===== config.mk =====
export PLATFORM = sky130hd
export DESIGN_NAME = line_intersection_detector
export DESIGN_NICKNAME = d
export VERILOG_FILES = /design/src/rtl/lid_pkg.sv /design/src/rtl/lid_csr.sv /design/src/rtl/lid_core.sv /design/src/rtl/line_intersection_detector.sv
export SDC_FILE = /design/constraint.sdc
export NUM_CORES = 2
export LEC_CHECK = 0
export BUFFER_PORTS_ARGS = -buffer_cell sky130_fd_sc_hd__buf_2
export CAP_MARGIN = 20
export CELL_PAD_IN_SITES_DETAIL_PLACEMENT = 0
export CELL_PAD_IN_SITES_GLOBAL_PLACEMENT = 1
export CORE_MARGIN = 2
export CORE_UTILIZATION = 35
export CTS_BUF_LIST = sky130_fd_sc_hd__clkbuf_4 sky130_fd_sc_hd__clkbuf_8 sky130_fd_sc_hd__clkbuf_16
export DETAILED_ROUTE_END_ITERATION = 10
export PLACE_DENSITY = 0.74
export REMOVE_ABC_BUFFERS = 1
export SLEW_MARGIN = 10
export SYNTH_ARGS = -nofsm -noshare
export SYNTH_HDL_FRONTEND = slang
export SYNTH_SLANG_ARGS = --single-unit

===== constraint.sdc =====
create_clock -name clock -period 19.46 [get_ports clock]
set_clock_uncertainty 0.2 [all_clocks]
set_input_delay 1.946 -clock clock [delete_from_list [all_inputs] [get_ports clock]]
set_output_delay 1.946 -clock clock [all_outputs]
set_load 0.02 [all_outputs]

===== src/rtl/lid_pkg.sv =====
// Shared types and constants for the line intersection detector.
package lid_pkg;

   localparam int SENSOR_COUNT = 6;
   localparam int STAMP_W      = 32;
   localparam int CFG_W        = 16;
   localparam int RUN_W        = 16;
   localparam int CSR_IDX_W    = 2;

   // sensor positions within the sensor vector
   localparam int SNS_FAR_LEFT  = 0;
   localparam int SNS_LEFT      = 1;
   localparam int SNS_MID_LEFT  = 2;
   localparam int SNS_CENTER    = 3;
   localparam int SNS_MID_RIGHT = 4;
   localparam int SNS_RIGHT     = 5;

   localparam logic [RUN_W-1:0] RUN_MAX = '1;

   typedef enum logic {
      CMD_SAMPLE  = 1'b0,
      CMD_CONSUME = 1'b1
   } cmd_type;

   localparam logic [1:0] DET_NONE  = 2'd0;
   localparam logic [1:0] DET_CROSS = 2'd1;
   localparam logic [1:0] DET_LEFTT = 2'd2;
   localparam logic [1:0] DET_TURN  = 2'd3;

   localparam logic [CSR_IDX_W-1:0] CSR_CROSS_WINDOW   = 2'd0;
   localparam logic [CSR_IDX_W-1:0] CSR_STABLE_COUNT   = 2'd1;
   localparam logic [CSR_IDX_W-1:0] CSR_ACTIVE_TIMEOUT = 2'd2;

   localparam logic [CFG_W-1:0] CROSS_WINDOW_RST   = 16'd200;
   localparam logic [CFG_W-1:0] STABLE_COUNT_RST   = 16'd3;
   localparam logic [CFG_W-1:0] ACTIVE_TIMEOUT_RST = 16'd500;

   typedef struct packed {
      logic [CFG_W-1:0] cross_window;
      logic [CFG_W-1:0] stable_count;
      logic [CFG_W-1:0] active_timeout;
   } cfg_type;

   typedef struct packed {
      cmd_type                 cmd;
      logic [SENSOR_COUNT-1:0] sensors;
      logic [STAMP_W-1:0]      now_ms;
   } item_type;

   typedef struct packed {
      logic [1:0] detection;
      logic       cross_pending;
      logic       left_t_pending;
      logic       turn_pending;
   } result_type;

endpackage


===== src/rtl/lid_csr.sv =====
// Configuration registers of the line intersection detector.
module lid_csr (
   input  logic                             clock,
   input  logic                             reset,
   input  logic                             csr_valid,
   output logic                             csr_ready,
   input  logic [lid_pkg::CSR_IDX_W-1:0]    csr_index,
   input  logic [lid_pkg::CFG_W-1:0]        csr_wdata,
   output lid_pkg::cfg_type                 cfg
);
   import lid_pkg::*;

   cfg_type cfg_ff;
   cfg_type cfg_in;
   logic    wr_en;

   assign csr_ready = 1'b1;
   assign wr_en     = csr_valid && csr_ready;

   always_comb begin
      cfg_in = cfg_ff;
      if (wr_en) begin
         case (csr_index)
            CSR_CROSS_WINDOW:   cfg_in.cross_window   = csr_wdata;
            CSR_STABLE_COUNT:   cfg_in.stable_count   = csr_wdata;
            CSR_ACTIVE_TIMEOUT: cfg_in.active_timeout = csr_wdata;
            default:            cfg_in = cfg_ff;  // unmapped index, dropped
         endcase
      end
   end

   always_ff @(posedge clock) begin
      if (reset) begin
         cfg_ff.cross_window   <= CROSS_WINDOW_RST;
         cfg_ff.stable_count   <= STABLE_COUNT_RST;
         cfg_ff.active_timeout <= ACTIVE_TIMEOUT_RST;
      end else begin
         cfg_ff <= cfg_in;
      end
   end

   assign cfg = cfg_ff;

endmodule


===== src/rtl/lid_core.sv =====
// Detection state and the single-pass update for one sample or consume item.
module lid_core (
   input  logic                clock,
   input  logic                reset,
   input  logic                step_en,
   input  lid_pkg::item_type   item,
   input  lid_pkg::cfg_type    cfg,
   output lid_pkg::result_type result
);
   import lid_pkg::*;

   logic [STAMP_W-1:0] stamp_ff [SENSOR_COUNT];
   logic [STAMP_W-1:0] stamp_in [SENSOR_COUNT];
   logic [RUN_W-1:0]   lt_run_ff, lt_run_in;
   logic [RUN_W-1:0]   act_run_ff, act_run_in;
   logic               cross_ff, cross_in;
   logic               left_t_ff, left_t_in;
   logic               armed_ff, armed_in;
   logic               turn_ff, turn_in;
   logic [STAMP_W-1:0] armed_stamp_ff, armed_stamp_in;

   // sample-path helpers
   logic [STAMP_W-1:0]      stamp_upd [SENSOR_COUNT];
   logic [SENSOR_COUNT-1:0] in_win;
   logic [STAMP_W-1:0]      now;
   logic [SENSOR_COUNT-1:0] s;
   logic                    pat_left_t, pat_all_act, all_off, center_only;
   logic [RUN_W-1:0]        lt_run_nx, act_run_nx;
   logic                    cross_set;
   logic [STAMP_W-1:0]      right_stamp;
   logic [STAMP_W-1:0]      arm_age;
   logic [1:0]              det;

   assign now = item.now_ms;
   assign s   = item.sensors;

   assign pat_left_t  = s[SNS_FAR_LEFT] && s[SNS_LEFT] && s[SNS_MID_LEFT] &&
                        s[SNS_CENTER] && !s[SNS_MID_RIGHT] && !s[SNS_RIGHT];
   assign pat_all_act = s[SNS_LEFT] && s[SNS_MID_LEFT] && s[SNS_CENTER] &&
                        s[SNS_MID_RIGHT] && s[SNS_RIGHT];
   assign all_off     = (s == '0);
   assign center_only = (s[SNS_MID_LEFT] || s[SNS_CENTER] || s[SNS_MID_RIGHT]) &&
                        !s[SNS_FAR_LEFT] && !s[SNS_LEFT] && !s[SNS_RIGHT];

   // saturating run counters
   assign lt_run_nx  = !pat_left_t  ? '0 :
                       (lt_run_ff == RUN_MAX)  ? lt_run_ff  : lt_run_ff + 1'b1;
   assign act_run_nx = !pat_all_act ? '0 :
                       (act_run_ff == RUN_MAX) ? act_run_ff : act_run_ff + 1'b1;

   // six window checks in parallel; a zero stamp means never seen
   always_comb begin
      for (int i = 0; i < SENSOR_COUNT; i++) begin
         stamp_upd[i] = s[i] ? now : stamp_ff[i];
         in_win[i]    = (stamp_upd[i] != '0) &&
                        ((now - stamp_upd[i]) <= {{(STAMP_W-CFG_W){1'b0}}, cfg.cross_window});
      end
   end

   assign cross_set   = !cross_ff && (&in_win) && center_only;
   assign right_stamp = cross_set ? '0 : stamp_upd[SNS_RIGHT];
   assign arm_age     = now - armed_stamp_ff;

   always_comb begin
      for (int i = 0; i < SENSOR_COUNT; i++) begin
         stamp_in[i] = stamp_ff[i];
      end
      lt_run_in      = lt_run_ff;
      act_run_in     = act_run_ff;
      cross_in       = cross_ff;
      left_t_in      = left_t_ff;
      armed_in       = armed_ff;
      turn_in        = turn_ff;
      armed_stamp_in = armed_stamp_ff;
      det            = DET_NONE;

      if (step_en) begin
         case (item.cmd)
            CMD_SAMPLE: begin
               lt_run_in  = lt_run_nx;
               act_run_in = act_run_nx;
               for (int i = 0; i < SENSOR_COUNT; i++) begin
                  stamp_in[i] = cross_set ? '0 : stamp_upd[i];
               end
               cross_in = cross_ff || cross_set;
               if (!left_t_ff && (lt_run_nx >= cfg.stable_count) &&
                   (right_stamp <= {{(STAMP_W-CFG_W){1'b0}}, cfg.cross_window})) begin
                  left_t_in = 1'b1;
               end
               if (!cross_in && !left_t_in && (act_run_nx >= cfg.stable_count)) begin
                  armed_in       = 1'b1;
                  armed_stamp_in = now;
               end else if (armed_ff) begin
                  if (arm_age > {{(STAMP_W-CFG_W){1'b0}}, cfg.active_timeout}) begin
                     armed_in   = 1'b0;
                     act_run_in = '0;
                  end else if (all_off) begin
                     turn_in    = 1'b1;
                     armed_in   = 1'b0;
                     act_run_in = '0;
                  end
               end
            end
            CMD_CONSUME: begin
               if (cross_ff) begin
                  cross_in = 1'b0;
                  det      = DET_CROSS;
               end else if (left_t_ff) begin
                  left_t_in = 1'b0;
                  lt_run_in = '0;
                  det       = DET_LEFTT;
               end else if (turn_ff) begin
                  turn_in    = 1'b0;
                  armed_in   = 1'b0;
                  act_run_in = '0;
                  det        = DET_TURN;
               end
            end
            default: det = DET_NONE;
         endcase
      end
   end

   always_ff @(posedge clock) begin
      if (reset) begin
         for (int i = 0; i < SENSOR_COUNT; i++) begin
            stamp_ff[i] <= '0;
         end
         lt_run_ff      <= '0;
         act_run_ff     <= '0;
         cross_ff       <= 1'b0;
         left_t_ff      <= 1'b0;
         armed_ff       <= 1'b0;
         turn_ff        <= 1'b0;
         armed_stamp_ff <= '0;
      end else begin
         for (int i = 0; i < SENSOR_COUNT; i++) begin
            stamp_ff[i] <= stamp_in[i];
         end
         lt_run_ff      <= lt_run_in;
         act_run_ff     <= act_run_in;
         cross_ff       <= cross_in;
         left_t_ff      <= left_t_in;
         armed_ff       <= armed_in;
         turn_ff        <= turn_in;
         armed_stamp_ff <= armed_stamp_in;
      end
   end

   assign result.detection      = det;
   assign result.cross_pending  = cross_in;
   assign result.left_t_pending = left_t_in;
   assign result.turn_pending   = turn_in;

endmodule


===== src/rtl/line_intersection_detector.sv =====
// Top level of the line intersection detector: channel registers around the core.
//
// Usage:
//   req_* carries one item per handshake: cmd 0 is a sensor sample (six line
//   bits plus now_ms), cmd 1 consumes the highest-priority pending detection.
//   An item is taken at an edge with req_valid high and req_stall low.
//   rsp_* returns exactly one result item per request item, in order:
//   detection code (consume only) and the three pending flags after the step.
//   csr_* writes cross_window_ms (0), stable_count (1), active_timeout_ms (2);
//   csr_ready is always high. Write only while no item is in flight.
// Data path / throughput:
//   An accepted item is held in the input register; the core updates its
//   state at the same edge that loads its result into the result register,
//   which drives rsp_*. One item per cycle is sustained while rsp_stall
//   stays low.
// Reset (synchronous, active high): clears all stamps, counters and flags,
//   loads the config defaults (200, 3, 500) and empties both registers.
// Receiver stall: the result register holds; the input register still drains
//   into an empty result slot, so one further item can be taken before
//   req_stall rises.
module line_intersection_detector (
   input  logic                          clock,
   input  logic                          reset,
   // request channel
   input  logic                          req_valid,
   output logic                          req_stall,
   input  logic                          req_cmd,
   input  logic                          req_far_left,
   input  logic                          req_left_bit,
   input  logic                          req_mid_left,
   input  logic                          req_center_bit,
   input  logic                          req_mid_right,
   input  logic                          req_right_bit,
   input  logic [lid_pkg::STAMP_W-1:0]   req_now_ms,
   // result channel
   output logic                          rsp_valid,
   input  logic                          rsp_stall,
   output logic [1:0]                    rsp_detection,
   output logic                          rsp_cross_pending,
   output logic                          rsp_left_t_pending,
   output logic                          rsp_turn_pending,
   // config write channel
   input  logic                          csr_valid,
   output logic                          csr_ready,
   input  logic [lid_pkg::CSR_IDX_W-1:0] csr_index,
   input  logic [lid_pkg::CFG_W-1:0]     csr_wdata
);
   import lid_pkg::*;

   cfg_type    cfg;
   item_type   req_item;
   item_type   in_item_ff;
   logic       in_vld_ff, in_vld_in;
   result_type core_res;
   result_type out_res_ff;
   logic       out_vld_ff, out_vld_in;
   logic       accept, advance;

   assign req_item.cmd     = cmd_type'(req_cmd);
   assign req_item.sensors = {req_right_bit, req_mid_right, req_center_bit,
                              req_mid_left, req_left_bit, req_far_left};
   assign req_item.now_ms  = req_now_ms;

   // item moves from input reg into result reg when the result slot frees
   assign advance   = in_vld_ff && (!out_vld_ff || !rsp_stall);
   assign req_stall = in_vld_ff && !advance;
   assign accept    = req_valid && !req_stall;

   assign in_vld_in  = accept || (in_vld_ff && !advance);
   assign out_vld_in = advance || (out_vld_ff && rsp_stall);

   always_ff @(posedge clock) begin
      if (reset) begin
         in_vld_ff  <= 1'b0;
         out_vld_ff <= 1'b0;
      end else begin
         in_vld_ff  <= in_vld_in;
         out_vld_ff <= out_vld_in;
      end
   end

   // payload registers, no reset
   always_ff @(posedge clock) begin
      if (accept) begin
         in_item_ff <= req_item;
      end
      if (advance) begin
         out_res_ff <= core_res;
      end
   end

   lid_csr u_csr (
      .clock     (clock),
      .reset     (reset),
      .csr_valid (csr_valid),
      .csr_ready (csr_ready),
      .csr_index (csr_index),
      .csr_wdata (csr_wdata),
      .cfg       (cfg)
   );

   lid_core u_core (
      .clock   (clock),
      .reset   (reset),
      .step_en (advance),
      .item    (in_item_ff),
      .cfg     (cfg),
      .result  (core_res)
   );

   assign rsp_valid          = out_vld_ff;
   assign rsp_detection      = out_res_ff.detection;
   assign rsp_cross_pending  = out_res_ff.cross_pending;
   assign rsp_left_t_pending = out_res_ff.left_t_pending;
   assign rsp_turn_pending   = out_res_ff.turn_pending;

endmodule


After elaboration in Yosys (flattened, before gate mapping)
Memories as Yosys holds them, arrays and structs flattened.
Cells that the tools add are included.
- memories kept: 1
- input bits: 62
- bits in writable memories: 192
- word-level logic and storage cells: 182
- output and inout bits: 8
- flip-flop bits (word level): 162
- memories (memory ; depth ; bits a word ; read ports ; clocked after memory_dff ; write ports ; line ; text):
    u_core.stamp_ff ; 6 ; 32 ; 6 ; 0 ; 6 ; lid_core.sv:12 ; logic [STAMP_W-1:0] stamp_ff [SENSOR_COUNT];
- $add $sub $neg: 9
- equal/unequal tests: 8
- bitwise gates (word level): 7
- magnitude comparators: 10
- reductions and logical operators: 62
- mux-type cells: 65
- operator list (cell ; number):
    32-bit two-way mux ; 18
    192-bit two-way mux ; 2
    32-bit by 16-bit <= comparator with 1-bit output ; 7
    32-bit subtractor ; 7
    16-bit two-way mux ; 13
    32-bit nonzero test ; 6
    16-bit case mux with 2 select lines ; 2
    16-bit by 1-bit adder with 16-bit output (second input constant) ; 2
    16-bit == test (second input constant) ; 2
    16-bit >= comparator ; 2
    32-bit by 16-bit > comparator with 1-bit output ; 1
    1-bit logical AND ; 28
    1-bit two-way mux ; 24
    1-bit zero test ; 12
    1-bit case mux with 2 select lines ; 4
    6-bit zero test ; 1
    1-bit logical OR ; 6
    1-bit bitwise OR ; 6
    2-bit AND reduction ; 3
    3-bit AND reduction ; 2
    6-bit AND reduction ; 1
    2-bit two-way mux ; 2
    2-bit by 1-bit != test with 1-bit output (second input constant) ; 2
    2-bit != test (second input constant) ; 2
    6 further kinds ; 6

Logic depth before layout (Yosys ltp)
An unclocked memory read counts as a cell.
- depth after elaboration: 20
- depth in mapped cells: 43
- depth with buffers taken out: 37

Modules after synthesis
Synthesis repeated with hierarchy kept, for this count alone.
- cell total of the unflattened synthesis: 4414
- area, all modules: 34073.9 um^2
- modules (own cells, without submodules) (module ; times used ; cells each ; area an instance (um^2) ; sequential area each (um^2)):
    lid_core ; 1 ; 4171 ; 30700.7 ; 5205.0
    lid_csr ; 1 ; 189 ; 1965.6 ; 960.9
    line_intersection_detector ; 1 ; 54 ; 1407.6 ; 1361.3

Worst setup path before layout
No wires, ideal clock.
- path type: register to register
- start: register in_item_ff[32] (netlist bit)
- end: register u_core.act_run_ff[5]
- setup time: 0.128 ns
- data required time: 19.132 ns
- clock period less this slack: 8.870 ns
- path buffers: 7
- cell stages (with the launch flop): 43
- data arrival time: 8.543 ns
- setup slack: 10.590 ns
- cells stage by stage: edfxtp_1 clkbuf_1 clkbuf_1 clkbuf_1 mux2_2 ha_1 fa_1 nor2b_1 o2111ai_1 nand2_1 a21oi_1 o21ai_0 a21boi_0 xnor2_1 ha_1 and4_1 nand4_1 nor3_1 [7 not listed] buf_4 buf_2 buf_1 nor2_1 ha_1 a21o_1 a21o_1 a21oi_1 o21ai_0 a21o_1 a211oi_1 a21oi_1 o31ai_1 o21ai_1 a21bo_2 buf_2 a22oi_1 nor2_1
- cells in the longest elaborated chain, start to end: 18
- elaborated cells on any way between the ends: 37
- classes of those cells: add/sub: 1; order compare: 3; mux: 11; reduce/logical: 22
- RTL lines (element ; line ; text):
    from (decl) ; line_intersection_detector.sv:52 ; item_type in_item_ff;
    from (signal assigned) ; line_intersection_detector.sv:85 ; in_item_ff <= req_item;
    32-bit two-way mux ; lid_core.sv:54 ; stamp_upd[i] = s[i] ? now : stamp_ff[i];
    32-bit subtractor ; lid_core.sv:56 ; ((now - stamp_upd[i]) <= {{(STAMP_W-CFG_W){1'b0}}, cfg.cross_window});
    32-bit by 16-bit <= comparator with 1-bit output ; lid_core.sv:56 ;
    1-bit logical AND ; lid_core.sv:55 ; in_win[i] = (stamp_upd[i] != '0) &&
    6-bit AND reduction ; lid_core.sv:60 ; assign cross_set = !cross_ff && (&in_win) && center_only;
    1-bit logical AND ; lid_core.sv:60 ;
    1-bit logical AND (*) ; lid_core.sv:60 ;
    32-bit two-way mux (*) ; lid_core.sv:61 ; assign right_stamp = cross_set ? '0 : stamp_upd[SNS_RIGHT];
    via u_core.right_stamp[9] ; lid_core.sv:30 ; logic [STAMP_W-1:0] right_stamp;
    [1 not listed] ; -- ;
    1-bit logical AND (*) ; lid_core.sv:86 ; if (!left_t_ff && (lt_run_nx >= cfg.stable_count) &&
    1-bit two-way mux (*) ; lid_core.sv:86 ;
    1-bit two-way mux (*) ; lid_core.sv:78 ; case (item.cmd)
    1-bit two-way mux (*) ; lid_core.sv:77 ; if (step_en) begin
    1-bit zero test (*) ; lid_core.sv:90 ; if (!cross_in && !left_t_in && (act_run_nx >= cfg.stable_count)) begin
    1-bit logical AND (*) (2 in series) ; lid_core.sv:90 ;
    16-bit two-way mux (*) ; lid_core.sv:90 ;
    16-bit case mux with 2 select lines (*) ; lid_core.sv:78 ;
    to (signal assigned) ; lid_core.sv:141 ; act_run_ff <= act_run_in;
    to (decl) ; lid_core.sv:15 ; logic [RUN_W-1:0] act_run_ff, act_run_in;
The timed path passes the listed nets; every way through them passes the cells marked *. The select of a mux whose other input is x is not followed.
A chain may end at the register's enable or synchronous reset.

Final worst setup path
- start: register in_item_ff[0] (netlist bit)
- end: register u_core.act_run_ff[0]
- cells in the longest elaborated chain, start to end: 18
- elaborated cells on any way between the ends: 50
- classes of those cells: add/sub: 7; order compare: 8; mux: 14; reduce/logical: 21
- RTL lines (element ; line ; text):
    32-bit two-way mux ; lid_core.sv:54 ;
    32-bit subtractor ; lid_core.sv:56 ;
    32-bit by 16-bit <= comparator with 1-bit output ; lid_core.sv:56 ;
    1-bit logical AND ; lid_core.sv:55 ;
    6-bit AND reduction (*) ; lid_core.sv:60 ;
    1-bit logical AND (*) (2 in series) ; lid_core.sv:60 ;
    32-bit two-way mux (*) ; lid_core.sv:61 ;
    via u_core.right_stamp[1] ; lid_core.sv:30 ;
    32-bit by 16-bit <= comparator with 1-bit output (*) ; lid_core.sv:87 ; (right_stamp <= {{(STAMP_W-CFG_W){1'b0}}, cfg.cross_window})) begin
    1-bit logical AND (*) ; lid_core.sv:86 ;
    1-bit two-way mux (*) ; lid_core.sv:86 ;
    1-bit two-way mux (*) ; lid_core.sv:78 ;
    1-bit two-way mux (*) ; lid_core.sv:77 ;
    1-bit zero test (*) ; lid_core.sv:90 ;
    1-bit logical AND (*) (2 in series) ; lid_core.sv:90 ;
    16-bit two-way mux (*) ; lid_core.sv:90 ;
    16-bit case mux with 2 select lines (*) ; lid_core.sv:78 ;
Marks and branches as above.

==> metrics.md <==
| Metric | Value |
|---|---|
| Setup crit end kind | `flop` |
| Remaining antenna violation count after routing | `0` |
| Clk Latency, worst-skew pair | `0.66 ns` |
| Critical Path RT | `between 15 and 20 ns` |
| Initial antenna violation count | `6` |
| Final hold viol count | `0` |
| Worst-margin pin slew | `1.41 ns` |
| Largest family of logic cells by synthesized area | `compound AO/OA/AOI/OAI gates` |
| Setup violations, final | `0` |
| Slew Viols, Final | `0` |
| Num CTS Buffers | `around 50` |
| Max cap viols | `0` |
| Post-place setup slack | `9.99 ns` |
| Clk sinks | `354` |
| CTS root buf | `clkbuf_16` |
| Die height | `313 µm` |
| H-tree Lvls | `2` |
| Slew HR | `5.18%` |
| Post-CTS sizing | `0` |
| Synth Area in XOR/XNOR | `approximately 4.4%` |
| Synth cell count leaders | `nor2_1, ha_1, a21oi_1` |
| Simple-Gate Fraction of Synth Area | `20.0%` |
| Type of the worst setup path | `reg2reg` |
| Count leader, synth | `nor2_1` |
| Arr. time, crit path | `10.08 ns` |
| Worst hold path class | `reg2reg` |
| Cts hold-fix bufs | `0` |
| Largest cells by area after synthesis | `dfxtp_1, ha_1, mux2i_1, nor2_1, a21oi_1` |
| Setup bufs post-CTS | `0` |
| Clock Path Buffers | `3` |
| Max Fclk | `between 0.1 and 0.15 GHz` |
| Syn_area_per_cell | `between 8 and 9 µm²` |
| RSZ-0062 raised after global routing | `false` |
| Routed WL per cell | `25.4 µm` |
| Async SR Flop Fraction | `0%` |
| Sequential share of the synthesized area | `between 20 and 25%` |
| Layout cell share with drive strength beyond 1 | `8.99%` |
| Port bufs | `just under 70` |
| Slowest-stage cell, CP | `edfxtp_1` |
| Maximum vdd drop | `69.7 µV` |
| Cell Area, Synth | `0.0335 mm²` |
| Area grow syn2layout | `9.02%` |
| Via density per instance | `roughly 6` |
| Vias in the first global route | `31320` |
| DIE AREA | `0.0981 mm²` |
| Dominant synthesized flop cell | `dfxtp_1` |
| DR pass1 iterations | `5` |
| Final Cycle Share | `50.2%` |
| RePlAce Congestion | `1.08` |
| DR vias | `32800` |
| DP Wirelength | `approximately 100000 µm` |
| Leak | `14.2 nW` |
| Setup ws final | `9.69 ns` |
| Post-synthesis mux area share | `7.19%` |
| Core area | `0.0949 mm²` |
| 1st-iter DRT viols | `a little under 3000` |
| Yosys top cell area share | `18.5%` |
| Cells after Synth | `4130` |
| Worst Setup Start Kind | `flop` |
| Synth Area in Adders | `14.7%` |
| Worst path max stage delay | `0.79 ns` |
| First-pass GRT wire length | `201000 µm` |
| Fin Setup TNS | `0 ns` |
| Nets | `4523` |
| Largest area contributor in the netlist | `dfxtp_1` |
| CTS tree | `built` |
| Compound-Gate Fraction of Synth Area | `26.2%` |
| Maximum fanout along the worst path | `26` |
| P per Cell Area | `74.1 mW/mm²` |
| Clock-pin slew on the worst setup and hold paths | `about 0.060 ns` |
| Synth warn | `0` |
| Util after Layout | `38.5%` |
| Flops & latches, synth | `~350` |
| Status | `finished clean` |
| Num rows | `113` |
| EDFF count, synth | `44` |
| GR Util All Layers | `27.0%` |
| DRC | `0` |
| Crit path time final | `9.77 ns` |
| Largest net degree at the start of global routing | `roughly 100` |
| Fill count | `9763` |
| Die W | `between 300 and 400 µm` |
| WL final | `137000 µm` |
| Initial Util | `35.3%` |
| I/O Pins | `70` |
| Synth unique cells | `between 90 and 100` |
| Gr ovfl total | `0` |
## routing by layer
layer / part of all wire (%) / track usage (%) / vias up
li1: - / - / 15318
met4: 5.8 / 14.3 / 6
met5: 0.032 / 0 / -
met1: 42 / 34.8 / 15808
met2: 45 / 44.0 / 1322
met3: 6.6 / 3.35 / 346
## critical path: cells and delay by family (launching register included)
family / cells / cell delay (ns)
buffers and inverters: 2 / 0.86
XOR/XNOR: 1 / 0.14
flip-flops: 1 / 0.79
adder cells (fa/ha/maj): 3 / 1.01
AND/OR/NAND/NOR: 13 / 2.73
AO/OA/AOI/OAI: 15 / 3.83
## logic make-up (layout without fill, tap and decap cells)
group | after synthesis | after routing
AOI/OAI and AO/OA | 1204 | 1204
xor gates and xnor gates | 169 | 169
adders and majority gates | 390 | 390
buffers and inverters | 370 | 354
DFF | 354 | 354
muxes | 239 | 239
other | 1 | 2
and+or+nand+nor | 1403 | 1403
## sequential cells by signal, summed over array words and instances, names as in the netlist
register               cells
rsp_cross_pending          1
u_core.armed_stamp_ff     32
rsp_turn_pending           1
u_csr.cfg                 48
u_core.left_t_ff           1
u_core.turn_ff             1
u_core.armed_ff            1
rsp_detection              2
in_item_ff                39
u_core.stamp_ff          192
rsp_left_t_pending         1
in_vld_ff                  1
u_core.cross_ff            1
rsp_valid                  1
u_core.act_run_ff         16
u_core.lt_run_ff          16
## per-stage QoR
stage | power [W] | hold slack, ns | cells | area, µm²
global placement | 0.00170 | 0.233 | 5281 | 34700
floorplan | 0.00140 | 0.224 | 3896 | 32300
global route | 0.00282 | 0.270 | 5379 | 36500
finish | 0.00271 | 0.253 | 5380 | 36500
detailed placement | 0.00170 | 0.241 | 5282 | 34700
CTS | 0.00271 | 0.255 | 5378 | 36500
## report_power, final
| group | leakage (nW) | switching (W) | total, W | internal (W) |
|---|---|---|---|---|
| sequential | 2.94 | 0.0000128 | 0.000771 | 0.000758 |
| clock | 0.864 | 0.000404 | 0.000989 | 0.000585 |
| combinational | 10.4 | 0.000610 | 0.000945 | 0.000335 |
| total | 14.2 | 0.00103 | 0.00271 | 0.00168 |
## cells in the final DEF, fill, tap and decap left out, types with 29 or more instances in the layout
| cell type | n |
|---|---|
| a211oi_1 | 31 |
| a21o_1 | 71 |
| a21oi_1 | 343 |
| a22oi_1 | 48 |
| a2bb2oi_1 | 51 |
| a2bb2oi_2 | 110 |
| a31oi_1 | 34 |
| and3_1 | 29 |
| buf_2 | 67 |
| buf_4 | 54 |
| clkbuf_16 | 51 |
| dfxtp_1 | 310 |
| edfxtp_1 | 44 |
| ha_1 | 383 |
| inv_1 | 136 |
| mux2i_1 | 226 |
| nand2_1 | 323 |
| nand2b_1 | 41 |
| nand3_1 | 84 |
| nand4_1 | 113 |
| nor2_1 | 494 |
| nor2b_1 | 45 |
| nor3_1 | 73 |
| nor4_1 | 69 |
| o211ai_1 | 38 |
| o21a_1 | 53 |
| o21ai_0 | 190 |
| xnor2_1 | 91 |
| xor2_1 | 78 |
## cell type report
class | count | area [µm²] | share of cell area [%]
multi-input combinational | 3406 | 24300 | 66.7
sequential | 354 | 7530 | 20.6
tap | 1265 | 1580 | 4.34
clock buffer | 64 | 1410 | 3.85
timing repair buffer | 122 | 756 | 2.07
inverter | 136 | 510 | 1.40
clock inverter | 32 | 375 | 1.03
antenna | 1 | 2.50 | 0.00686
## final timing paths
check | slack, ns | endpoint | cells past startpoint | from
max reg2reg | 9.69 | u_core.act_run_ff[0] | 34 | in_item_ff[0]
min | 0.25 | u_core.stamp_ff[0][167] | 2 | u_core.stamp_ff[0][167]
max | 9.69 | u_core.act_run_ff[0] | 34 | in_item_ff[0]
min reg2reg | 0.25 | u_core.stamp_ff[0][167] | 2 | u_core.stamp_ff[0][167]
(Power assumes the default switching activity.)
